$ cat src/hw/rtl/rvs_pkg.sv
// Shared constants, codes and types for the RV32I subset core.
`default_nettype none

package rvs_pkg;

    // Machine sizes.
    localparam int XLEN       = 32;
    localparam int NUM_REGS   = 32;
    localparam int REG_AW     = $clog2(NUM_REGS);
    localparam int DMEM_WORDS = 4096;
    localparam int DMEM_AW    = $clog2(DMEM_WORDS);
    localparam int MIDX_W     = 12;

    // Major opcodes.
    localparam logic [6:0] OPC_R    = 7'h33;
    localparam logic [6:0] OPC_I    = 7'h13;
    localparam logic [6:0] OPC_LW   = 7'h03;
    localparam logic [6:0] OPC_S    = 7'h23;
    localparam logic [6:0] OPC_B    = 7'h63;
    localparam logic [6:0] OPC_JALR = 7'h67;
    localparam logic [6:0] OPC_END  = 7'h00;

    // Function codes.
    localparam logic [6:0] F7_BASE = 7'b0000000;
    localparam logic [6:0] F7_ALT  = 7'b0100000;
    localparam logic [2:0] F3_ADD  = 3'b000;
    localparam logic [2:0] F3_XOR  = 3'b100;
    localparam logic [2:0] F3_SRA  = 3'b101;
    localparam logic [2:0] F3_AND  = 3'b111;
    localparam logic [2:0] F3_WORD = 3'b010;
    localparam logic [2:0] F3_BLT  = 3'b100;
    localparam logic [2:0] F3_JALR = 3'b000;

    // Completion status of one instruction.
    typedef enum logic [1:0] {
        ST_OK      = 2'd0,
        ST_ILLEGAL = 2'd1,
        ST_OOB     = 2'd2,
        ST_TERM    = 2'd3
    } t_status;

    // Result of the execute logic for one instruction.
    typedef struct packed {
        logic [XLEN-1:0]   npc;
        logic              wr;
        logic [REG_AW-1:0] rd;
        logic [XLEN-1:0]   val;
        logic              mw;
        logic [XLEN-1:0]   mem_addr;
        logic [MIDX_W-1:0] midx;
        logic [XLEN-1:0]   mval;
        t_status           status;
        logic              is_load;
        logic [XLEN-1:0]   rtype;
    } t_exec_res;

endpackage

`default_nettype wire

$ cat src/hw/rtl/rvs_exec.sv
// Decode and execute logic for one instruction word.
`default_nettype none

module rvs_exec
    import rvs_pkg::*;
(
    input  wire logic [XLEN-1:0] i_ins,
    input  wire logic [XLEN-1:0] i_a,
    input  wire logic [XLEN-1:0] i_b,
    input  wire logic [XLEN-1:0] i_pc,
    input  wire logic [XLEN-1:0] i_cnt,
    output t_exec_res            o_res
);

    logic [6:0]        opc;
    logic [REG_AW-1:0] rd;
    logic [2:0]        f3;
    logic [6:0]        f7;
    logic [XLEN-1:0]   imm_i;
    logic [XLEN-1:0]   imm_s;
    logic [XLEN-1:0]   imm_b;
    logic [XLEN-1:0]   pc4;
    logic [XLEN-1:0]   addr;
    logic [XLEN-1:0]   sum_ai;
    logic              in_range;
    logic              wr;
    logic [XLEN-1:0]   val;

    // Field and immediate extraction.
    assign opc   = i_ins[6:0];
    assign rd    = i_ins[11:7];
    assign f3    = i_ins[14:12];
    assign f7    = i_ins[31:25];
    assign imm_i = {{20{i_ins[31]}}, i_ins[31:20]};
    assign imm_s = {{20{i_ins[31]}}, i_ins[31:25], i_ins[11:7]};
    assign imm_b = {{19{i_ins[31]}}, i_ins[31], i_ins[7], i_ins[30:25], i_ins[11:8], 1'b0};
    assign pc4   = i_pc + XLEN'(4);

    // Shared adders for immediates and memory addresses.
    assign sum_ai   = i_a + imm_i;
    assign addr     = i_a + ((opc == OPC_S) ? imm_s : imm_i);
    assign in_range = addr < XLEN'(DMEM_WORDS);

    // Main decoder.
    always_comb begin
        o_res          = '0;
        o_res.npc      = pc4;
        o_res.status   = ST_OK;
        o_res.rtype    = i_cnt;
        o_res.mem_addr = addr;
        wr             = 1'b0;
        val            = '0;
        unique case (opc)
            OPC_R: begin
                o_res.rtype = i_cnt + XLEN'(1);
                if (f3 == F3_ADD && f7 == F7_BASE) begin
                    val = i_a + i_b;
                    wr  = 1'b1;
                end else if (f3 == F3_ADD && f7 == F7_ALT) begin
                    val = i_a - i_b;
                    wr  = 1'b1;
                end else if (f3 == F3_XOR && f7 == F7_BASE) begin
                    val = i_a ^ i_b;
                    wr  = 1'b1;
                end else if (f3 == F3_SRA && f7 == F7_ALT) begin
                    val = XLEN'($signed(i_a) >>> i_b[4:0]);
                    wr  = 1'b1;
                end else begin
                    o_res.status = ST_ILLEGAL;
                end
            end
            OPC_I: begin
                if (f3 == F3_ADD) begin
                    val = sum_ai;
                    wr  = 1'b1;
                end else if (f3 == F3_AND) begin
                    val = i_a & imm_i;
                    wr  = 1'b1;
                end else begin
                    o_res.status = ST_ILLEGAL;
                end
            end
            OPC_LW: begin
                if (f3 != F3_WORD) begin
                    o_res.status = ST_ILLEGAL;
                end else begin
                    o_res.midx = addr[MIDX_W-1:0];
                    if (!in_range) begin
                        o_res.status = ST_OOB;
                    end else begin
                        o_res.is_load = 1'b1;
                    end
                end
            end
            OPC_S: begin
                if (f3 != F3_WORD) begin
                    o_res.status = ST_ILLEGAL;
                end else begin
                    o_res.midx = addr[MIDX_W-1:0];
                    if (!in_range) begin
                        o_res.status = ST_OOB;
                    end else begin
                        o_res.mw   = 1'b1;
                        o_res.mval = i_b;
                    end
                end
            end
            OPC_B: begin
                if (f3 != F3_BLT) begin
                    o_res.status = ST_ILLEGAL;
                end else if ($signed(i_a) < $signed(i_b)) begin
                    o_res.npc = i_pc + imm_b;
                end
            end
            OPC_JALR: begin
                if (f3 != F3_JALR) begin
                    o_res.status = ST_ILLEGAL;
                end else begin
                    val       = pc4;
                    wr        = 1'b1;
                    o_res.npc = {sum_ai[XLEN-1:1], 1'b0};
                end
            end
            OPC_END: begin
                o_res.status = ST_TERM;
            end
            default: begin
                o_res.status = ST_ILLEGAL;
            end
        endcase
        // Writes to register zero are dropped and reported as no write.
        if (wr && rd != '0) begin
            o_res.wr  = 1'b1;
            o_res.rd  = rd;
            o_res.val = val;
        end
    end

endmodule

`default_nettype wire

$ cat config.mk
export PLATFORM = sky130hd
export DESIGN_NAME = rvs_exec
export DESIGN_NICKNAME = d
export VERILOG_FILES = /design/src/hw/rtl/rvs_pkg.sv /design/src/hw/rtl/rvs_exec.sv
export SDC_FILE = /design/constraint.sdc
export NUM_CORES = 1
export LEC_CHECK = 0
export BUFFER_PORTS_ARGS = -buffer_cell sky130_fd_sc_hd__buf_2
export CORE_ASPECT_RATIO = 1.4
export CORE_MARGIN = 10
export CORE_UTILIZATION = 25
export DETAILED_ROUTE_END_ITERATION = 10
export PLACE_DENSITY_LB_ADDON = 0.08
export RECOVER_POWER = 25
export SLEW_MARGIN = 20
export SYNTH_ARGS = -nofsm -noshare
export SYNTH_HDL_FRONTEND = slang
export SYNTH_SLANG_ARGS = --single-unit
$ cat constraint.sdc
create_clock -name vclk -period 17.4
set_input_delay 2.61 -clock vclk [all_inputs]
set_output_delay 2.61 -clock vclk [all_outputs]
set_load 0.005 [all_outputs]
==> results.cfg, run 1 <==
[status]
violations = capacitance limit, slew limit
outcome = finished with violations

[min_path]
hold_depth = 3
min_from = i_cnt[31]
holdPathEnd = o_res[31]
holdCritPathClass = primary input to primary output

[sta]
maxSlewHeadroom_pct = -60.0
fmax_mhz = 82.9
drv_slew = 111
tightest_slew_ns = 2.40
tns_ns = 0
final.min_clock_period_ns = 12.06
period_share_pct = 69.3
finalSetupViolations = 0
rsz0062_at_grt = no
holdWs_ns = 5.48
final-hold-violation-count = 0

[grt]
grtUsageMet2_pct = 44.5
met1_usage_pct = 25.9
grt.busiest_layer = met2
grt_pass1_wl_microns = 114000
grt_pass1_vias = 17300
antenna_found_initial = 2
overflow = 0
met3_usage_pct = 1.87
grt_max_degree = 43
gr-usage-all-layers_pct = 23.0

[power]
p_leak_nw = 6.41
total_power_mw = 0.508
peakVddDrop_mv = 0.0128
power.density_nw_per_um2 = 32.2

[yosys]
synthCells = 2076
syn-cell-area_sq_um = 13600
synth-seq-area-share_pct = 0
syn_nets = 2373
ys_types = 83
ys_warn_count = 0
syn_area_per_cell_sq_um = 6.54

[floorplanning]
design.core.area_sq_um = 54000
row_count = 101
fp.dieH_microns = 296
io_pins = 342
start_util_pct = 25.1
die-area_sq_um = 64100
die_w_microns = 217

[drt]
drt.antenna.violating_nets = 0
vias_per_cell = 5.70
drc = 0
drt_first_pass_iters = 6
routed_wl_microns = 78400
wire_per_inst_microns = 25.9
vias = 17200
drtIter0Drc = 1068

[finish]
drive_gt1_share_pct = 18.5
utilization_pct = 29.3
seq_cells = 0
seq_area_sq_um = 0
layout.nets = 2601
area_growth_pct = 16.3
nClkBuffers = 0
stdcell_area_sq_um = 15800

[critical_path]
crit_path_start = i_ins[2]
worstSetupPathType = primary input to primary output
worstPathRequired_ns = 14.79
crit_path_max_fanout = 34
critPathLaunchType = primary input
end_kind = primary output
cp.arrival_ns = 9.45

[clocking]
postCtsSetupRepairBufs = 0
post_cts_resized = 0
cts_hold_buf = 0

[flow_run]
drv_cap = 3

[placement]
placed_area_sq_um = 15800
io_buffers = 337
dp_hpwl_microns = 65800
routabilityCongestion = 0.937
==> synth_stat cells (24+ instances only) <==
cell | n | area share, %
a31oi_1 | 28 | 1.3
nand2_1 | 225 | 6.2
a221oi_1 | 24 | 1.5
and2_1 | 25 | 1.2
nor3_1 | 40 | 1.5
and3_1 | 38 | 1.8
clkbuf_1 | 111 | 3.1
xnor2_1 | 107 | 6.9
ha_1 | 132 | 12
nor2_1 | 192 | 5.3
nand3_1 | 64 | 2.4
nand4_1 | 26 | 1.2
xor2_1 | 55 | 3.5
inv_1 | 84 | 2.3
o21ai_0 | 160 | 5.9
o22ai_1 | 38 | 1.8
a21o_1 | 32 | 1.8
a211oi_1 | 33 | 1.8
nor4_2 | 27 | 2.5
o21a_1 | 25 | 1.4
a21oi_1 | 202 | 7.4
mux2i_1 | 32 | 2.4
==> critical path: stages <==
cell,delay (ns)
clkbuf_1,0.18
nor3_1,0.34
nand3_1,0.19
nor3b_1,0.88
mux2_2,0.42
ha_1,0.23
fa_1,0.44
a211oi_2,0.26
o21ai_1,0.15
and3_4,0.21
o41ai_1,0.80
o21ai_0,0.25
mux2i_1,0.18
or4b_2,0.75
or4_2,0.69
buf_4,0.32
nor3_4,0.21
and2_1,0.14
buf_2,0.11
==> metal layers <==
metal  part of all wire (%)  vias to the layer above
li1                       -                     8221
met1                     39                     8358
met2                     53                      554
met3                    4.4                      106
met4                    3.6                        0
met5                      0                        -
==> worst max-delay path by stage <==
stage	to	slack, ns	cells after the start
2_1_floorplan	o_res[48]	7.24	17
4_1_cts	o_res[35]	5.43	19
5_1_grt	o_res[36]	5.04	18
6_report	o_res[35]	5.34	19
3_3_place_gp	o_res[35]	5.53	19
3_5_place_dp	o_res[35]	5.45	19
==> where the power goes <==
group	leakage (nW)	switching (mW)	internal, mW
clock	0.0000127	0	0.0000000154
sequential	0	0	0
combinational	6.41	0.325	0.183
total	6.41	0.325	0.183
==> logic make-up after synthesis <==
logic type / share of synthesized area (%)
compound gates: 35.3
simple gates: 27.5
buf+inv: 6.54
xor+xnor: 10.5
fa+ha+maj: 12.9
mux: 7.26
==> cell usage in the layout, fill, tap and decap left out, types with 24 or more instances in the layout <==
cell / n
ha_1: 132
nand2_1: 224
o22ai_1: 38
nor4_2: 28
o21ai_0: 159
and3_1: 38
a31oi_1: 28
xor2_1: 55
a21o_1: 32
a221oi_1: 24
xnor2_1: 107
mux2i_1: 32
clkbuf_1: 41
and2_1: 25
nand4_1: 26
nor2_1: 191
nand3_1: 64
o21a_1: 25
a21oi_1: 202
inv_1: 83
a211oi_1: 33
nor3_1: 38
buf_2: 300
==> cell type report <==
cell class	count	area, sq um
tap	721	902
multi-input combinational	1852	12700
fill	6197	38200
inverter	87	327
timing repair buffer	363	1820
antenna	2	5.00
==> metrics by stage <==
stage / std cells / setup slack, ns
floorplan: 2076 / 7.24
finish: 3025 / 5.34
global route: 3025 / 5.04
detailed placement: 3023 / 5.45
global placement: 3023 / 5.53
CTS: 3023 / 5.43
Power figures use the tool's default switching activity.
==> inputs of run 2 (changes only) <==
--- a/config.mk
+++ b/config.mk
@@ -5,6 +5,7 @@
 export SDC_FILE = /design/constraint.sdc
 export NUM_CORES = 1
 export LEC_CHECK = 0
+export ABC_AREA = 1
 export BUFFER_PORTS_ARGS = -buffer_cell sky130_fd_sc_hd__buf_2
 export CORE_ASPECT_RATIO = 1.4
 export CORE_MARGIN = 10
==> constraint.sdc (replaced) <==
create_clock -name vclk -period 10.2
set_input_delay 1.53 -clock vclk [all_inputs]
set_output_delay 1.53 -clock vclk [all_outputs]
set_load 0.005 [all_outputs]
==> run 2 against run 1 <==
Effect of this change:
- the flow still finishes with violations (capacitance limit, slew limit)
- utilization fell by 0.33 points
- setup slack got worse by 3.3 ns
- sequential share of layout area did not move
- sequential cell count did not move
- critical endpoint is now o_res[31]
==> results.cfg, run 2 <==
[placement]
io_buffers = 337
dp.cells = 4529
routabilityCongestion = 0.974
pre_cts_slack_ns = 2.40
dp_hpwl_microns = 88800

[grt]
gr-usage-all-layers_pct = 25.6
grt_pass1_wl_microns = 150000
grt_max_degree = 46
antenna_found_initial = 3
overflow = 0
grt_pass1_vias = 23200

[critical_path]
worstSetupPathType = primary input to primary output
path_buf_inv = 6
worstPathRequired_ns = 8.67
end_kind = primary output
critPathLaunchType = primary input
cp_top_family = buffers and inverters
cp_slowest_cell = clkbuf_1
cp.arrival_ns = 6.61
cp.depth = 15
path_cells = buf_2 -> inv_1 -> nand4_1 -> nor2_1 -> nand2_1 -> nor2_1 -> clkbuf_1 -> inv_1 -> nor3_1 -> nand2_1 -> inv_1 -> nand4_1 -> nor2_1 -> xor2_1 -> buf_2
critPathMaxStageDelay_ns = 1.77
crit_path_max_fanout = 41

[finish]
seq_area_sq_um = 0
utilization_pct = 28.9
layout.nets = 3981
final_cell_mix = nand2_1 (1,147), inv_1 (504), nand3_1 (423)
area_growth_pct = 14.6
seq_cells = 0
drive_gt1_share_pct = 10.8
nClkBuffers = 0
fin_cells = 4530
mostFrequentLayoutCell = nand2_1

[floorplanning]
io_pins = 342
row_count = 111
design.core.area_sq_um = 65600
die-area_sq_um = 77000
start_util_pct = 25.2
die_w_microns = 237
fp.dieH_microns = 324

[sta]
period_share_pct = 79.8
fmax_mhz = 123
final.min_clock_period_ns = 8.14
tightest_slew_ns = 2.44
maxSlewHeadroom_pct = -62.4
setup_ws_ns = 2.06
rsz0062_at_grt = no
tns_ns = 0
finalSetupViolations = 0
drv_slew = 42
final-hold-violation-count = 0

[drt]
drtIter0Drc = 1888
vias_per_cell = 5.13
wire_per_inst_microns = 22.9
drt_first_pass_iters = 6
drc = 0
drt.antenna.violating_nets = 0
routed_wl_microns = 104000
vias = 23200

[min_path]
min_from = i_cnt[31]
hold_depth = 3
holdPathEnd = o_res[31]
holdCritPathClass = primary input to primary output

[clocking]
post_cts_resized = 0
cts_hold_buf = 0
postCtsSetupRepairBufs = 0

[yosys]
synth_common_cells = nand2_1 (1,147), inv_1 (504), nand3_1 (422)
synthCells = 3428
synth_most_common_cell = nand2_1
syn_nets = 3725
synth_area_leaders = nand2_1 (26%), nand3_1 (13%), inv_1 (11%)
ys_warn_count = 0
ys_types = 45
synth-seq-area-share_pct = 0
syn-cell-area_sq_um = 16500
syn_area_per_cell_sq_um = 4.83
synth_top_area_share_pct = 26.0
synth_top_area_cell = nand2_1

[status]
violations = capacitance limit, slew limit
outcome = finished with violations

[flow_run]
drv_cap = 1
run 2: changes by cell type in the layout (fill, tap and decap cells not counted), moves of 28 or more:
cell and change:
nor2_1 +114, inv_1 +421, a211oi_1 -31, nand3_1 +359
and3_1 -38, o22ai_1 -36, mux2i_1 -32, nand4_1 +38
nand2_1 +923, a21oi_1 +28, xnor2_1 -73, nor2_2 +32
run 2: worst max-delay path by stage:
stage	startpoint	end	slack, ns
final	i_ins[2]	o_res[31]	2.06
after global routing	i_ins[2]	o_res[31]	1.84
after CTS	i_b[1]	o_res[167]	2.37
after detailed placement	i_b[1]	o_res[167]	2.40
after global placement	i_b[1]	o_res[167]	2.39
after floorplan	i_ins[2]	o_res[57]	4.28
run 2: cell families after synthesis:
logic type      synth area share [%]
buf+inv                         14.5
fa+ha+maj                       10.6
xor+xnor                        5.24
compound gates                  16.4
simple gates                    53.3
run 2: metrics by stage:
stage | hold WS (ns) | cell area, sq um
after floorplan | 3.12 | 16500
after global placement | 3.32 | 19000
after detailed placement | 3.32 | 19000
after CTS | 3.32 | 19000
after global routing | 3.34 | 19000
final | 3.32 | 19000
run 2: worst min-delay path: stages:
cell and delay, ns:
buf_2 0.09, xor2_1 0.05, buf_2 0.12
run 2: layout make-up:
class / instances / area, sq um
Fill cell: 8119 / 46600
Inverter: 513 / 1930
Antenna cell: 1 / 2.50
Multi-Input combinational cell: 2805 / 14100
Tap cell: 847 / 1060
Timing Repair Buffer: 364 / 1830
run 2: metal layers:
metal | track usage, % | routed length [microns] | vias to the layer above
li1 | - | - | 11500
met1 | 29.4 | 41600 | 10800
met5 | 0 | 24 | -
met4 | 10.2 | 5010 | 4
met3 | 1.97 | 4510 | 127
met2 | 47.6 | 52600 | 712
==> inputs of run 3 (changes only) <==
--- a/config.mk
+++ b/config.mk
@@ -5,7 +5,7 @@
 export SDC_FILE = /design/constraint.sdc
 export NUM_CORES = 1
 export LEC_CHECK = 0
-export ABC_AREA = 1
+export ABC_AREA = 0
 export BUFFER_PORTS_ARGS = -buffer_cell sky130_fd_sc_hd__buf_2
 export CORE_ASPECT_RATIO = 1.4
 export CORE_MARGIN = 10
==> constraint.sdc (replaced) <==
create_clock -name vclk -period 6.84
set_input_delay 1.026 -clock vclk [all_inputs]
set_output_delay 1.026 -clock vclk [all_outputs]
set_load 0.005 [all_outputs]
==> run 3 against run 2 <==
Effect of this change:
- the run ends with setup timing left
- critical path depth rose by 5
- clock-buffer cell count did not move
- setup slack got worse by 2.1 ns
- critical path type unchanged
- critical endpoint is now o_res[50]
==> results.cfg, run 3 (synthesis results as in run 1) <==
[power]
peakVddDrop_mv = 0.0333
power.density_nw_per_um2 = 81.1
total_power_mw = 1.40
p_leak_nw = 7.36

[drt]
drt_first_pass_iters = 6
drc = 0
vias_per_cell = 5.64
vias = 17800
routed_wl_microns = 82800
wire_per_inst_microns = 26.2
drt.antenna.violating_nets = 0
drtIter0Drc = 1269

[status]
outcome = finished with violations
violations = setup timing

[grt]
grt_pass1_wl_microns = 120000
antenna_found_initial = 3
overflow = 0
grt_pass1_vias = 18000
grt_max_degree = 40
grtUsageMet2_pct = 47.6
gr-usage-all-layers_pct = 24.4
met3_usage_pct = 1.64
grt.busiest_layer = met2
met1_usage_pct = 27.6

[floorplanning]
row_count = 101
die_w_microns = 217
fp.dieH_microns = 296
design.core.area_sq_um = 54000
io_pins = 342
die-area_sq_um = 64100
start_util_pct = 25.1

[critical_path]
critPathMaxStageDelay_ns = 0.48
cp_slowest_cell = or4_1
worstPathRequired_ns = 5.81
crit_path_max_fanout = 8
path_cells = buf_8 -> nor3_4 -> nand3_2 -> nor3b_4 -> mux2_4 -> ha_4 -> fa_2 -> a211oi_4 -> o21ai_2 -> and3_4 -> buf_6 -> o41a_1 -> a2111oi_4 -> xnor2_1 -> or4_1 -> or4_4 -> buf_12 -> buf_16 -> nor4_2 -> buf_2
worstSetupPathType = primary input to primary output
cp.arrival_ns = 5.83
end_kind = primary output
critPathLaunchType = primary input

[min_path]
holdCritPathClass = primary input to primary output
hold_depth = 3
holdPathEnd = o_res[31]
min_from = i_cnt[31]

[placement]
dp_hpwl_microns = 68900
routabilityCongestion = 0.952
io_buffers = 337
pre_cts_slack_ns = -0.522

[finish]
layout.nets = 2740
multi_input_area_sq_um = 12900
nClkBuffers = 0
final_cell_mix = buf_2 (335), nand2_1 (224), a21oi_1 (202)
utilization_pct = 31.9
fillers = 6114
area_growth_pct = 27.0
seq_cells = 0
mostFrequentLayoutCell = buf_2
drive_gt1_share_pct = 25.4
seq_area_sq_um = 0

[sta]
rsz0062_at_grt = yes
final-hold-violation-count = 0
maxSlewHeadroom_pct = 33.3
tightest_slew_ns = 1.00
finalSetupViolations = 7
tns_ns = -0.0323
period_share_pct = 100
final.min_clock_period_ns = 6.86
fmax_mhz = 146
drv_slew = 0
setup_ws_ns = -0.0203

[flow_run]
drv_cap = 0
## run 3: final cells by class
type	instances	share of cell area (%)
Multi-Input combinational cell	1852	74.8
Timing Repair Buffer	502	18.0
Tap cell	721	5.23
Inverter	87	1.90
Antenna cell	2	0.0290
## run 3: how the worst max path moves through the flow
stage                         from         to  slack, ns  depth (start not counted)
after floorplan           i_ins[3]  o_res[48]       0.04                         17
after global placement    i_ins[2]  o_res[35]      -0.44                         20
after detailed placement  i_ins[2]  o_res[36]      -0.52                         19
after CTS                 i_ins[6]  o_res[34]      -0.21                         20
after global routing      i_ins[2]  o_res[46]      -0.15                         20
final                     i_ins[2]  o_res[50]      -0.02                         20
## run 3: timing repair
action,in CTS,in global routing
resized for setup,35,14
setup buffers,40,5
endpoints found under the hold margin,0,0
gates cloned,4,0
hold buffers,0,0
pin swaps,14,12
setup endpoints to repair,35,36
## run 3: metrics by stage
stage	cells	hold slack [ns]	cell area, sq um
after floorplan	2076	2.11	13600
after global placement	3118	2.31	16600
after detailed placement	3118	2.31	16600
after CTS	3160	2.31	17100
after global routing	3164	2.32	17200
final	3164	2.31	17200
## run 3: per-layer routing
metal  routed length (microns)  vias up
li1                          -     8491
met1                     32200     8634
met2                     43900      604
met3                      3620      104
met4                      3040        0
met5                         0        -
## run 3: power by group
group          internal (mW)    total [mW]  switching, mW
Sequential                 0             0              0
Clock           0.0000000391  0.0000000391              0
Combinational          0.541          1.40          0.857
## run 3: worst max-delay path: cells and delay by family
kind | cells | cell delay [ns]
simple gates | 7 | 1.90
compound gates | 4 | 1.14
buf+inv | 5 | 0.74
fa+ha+maj | 2 | 0.53
mux | 1 | 0.34
xor+xnor | 1 | 0.11
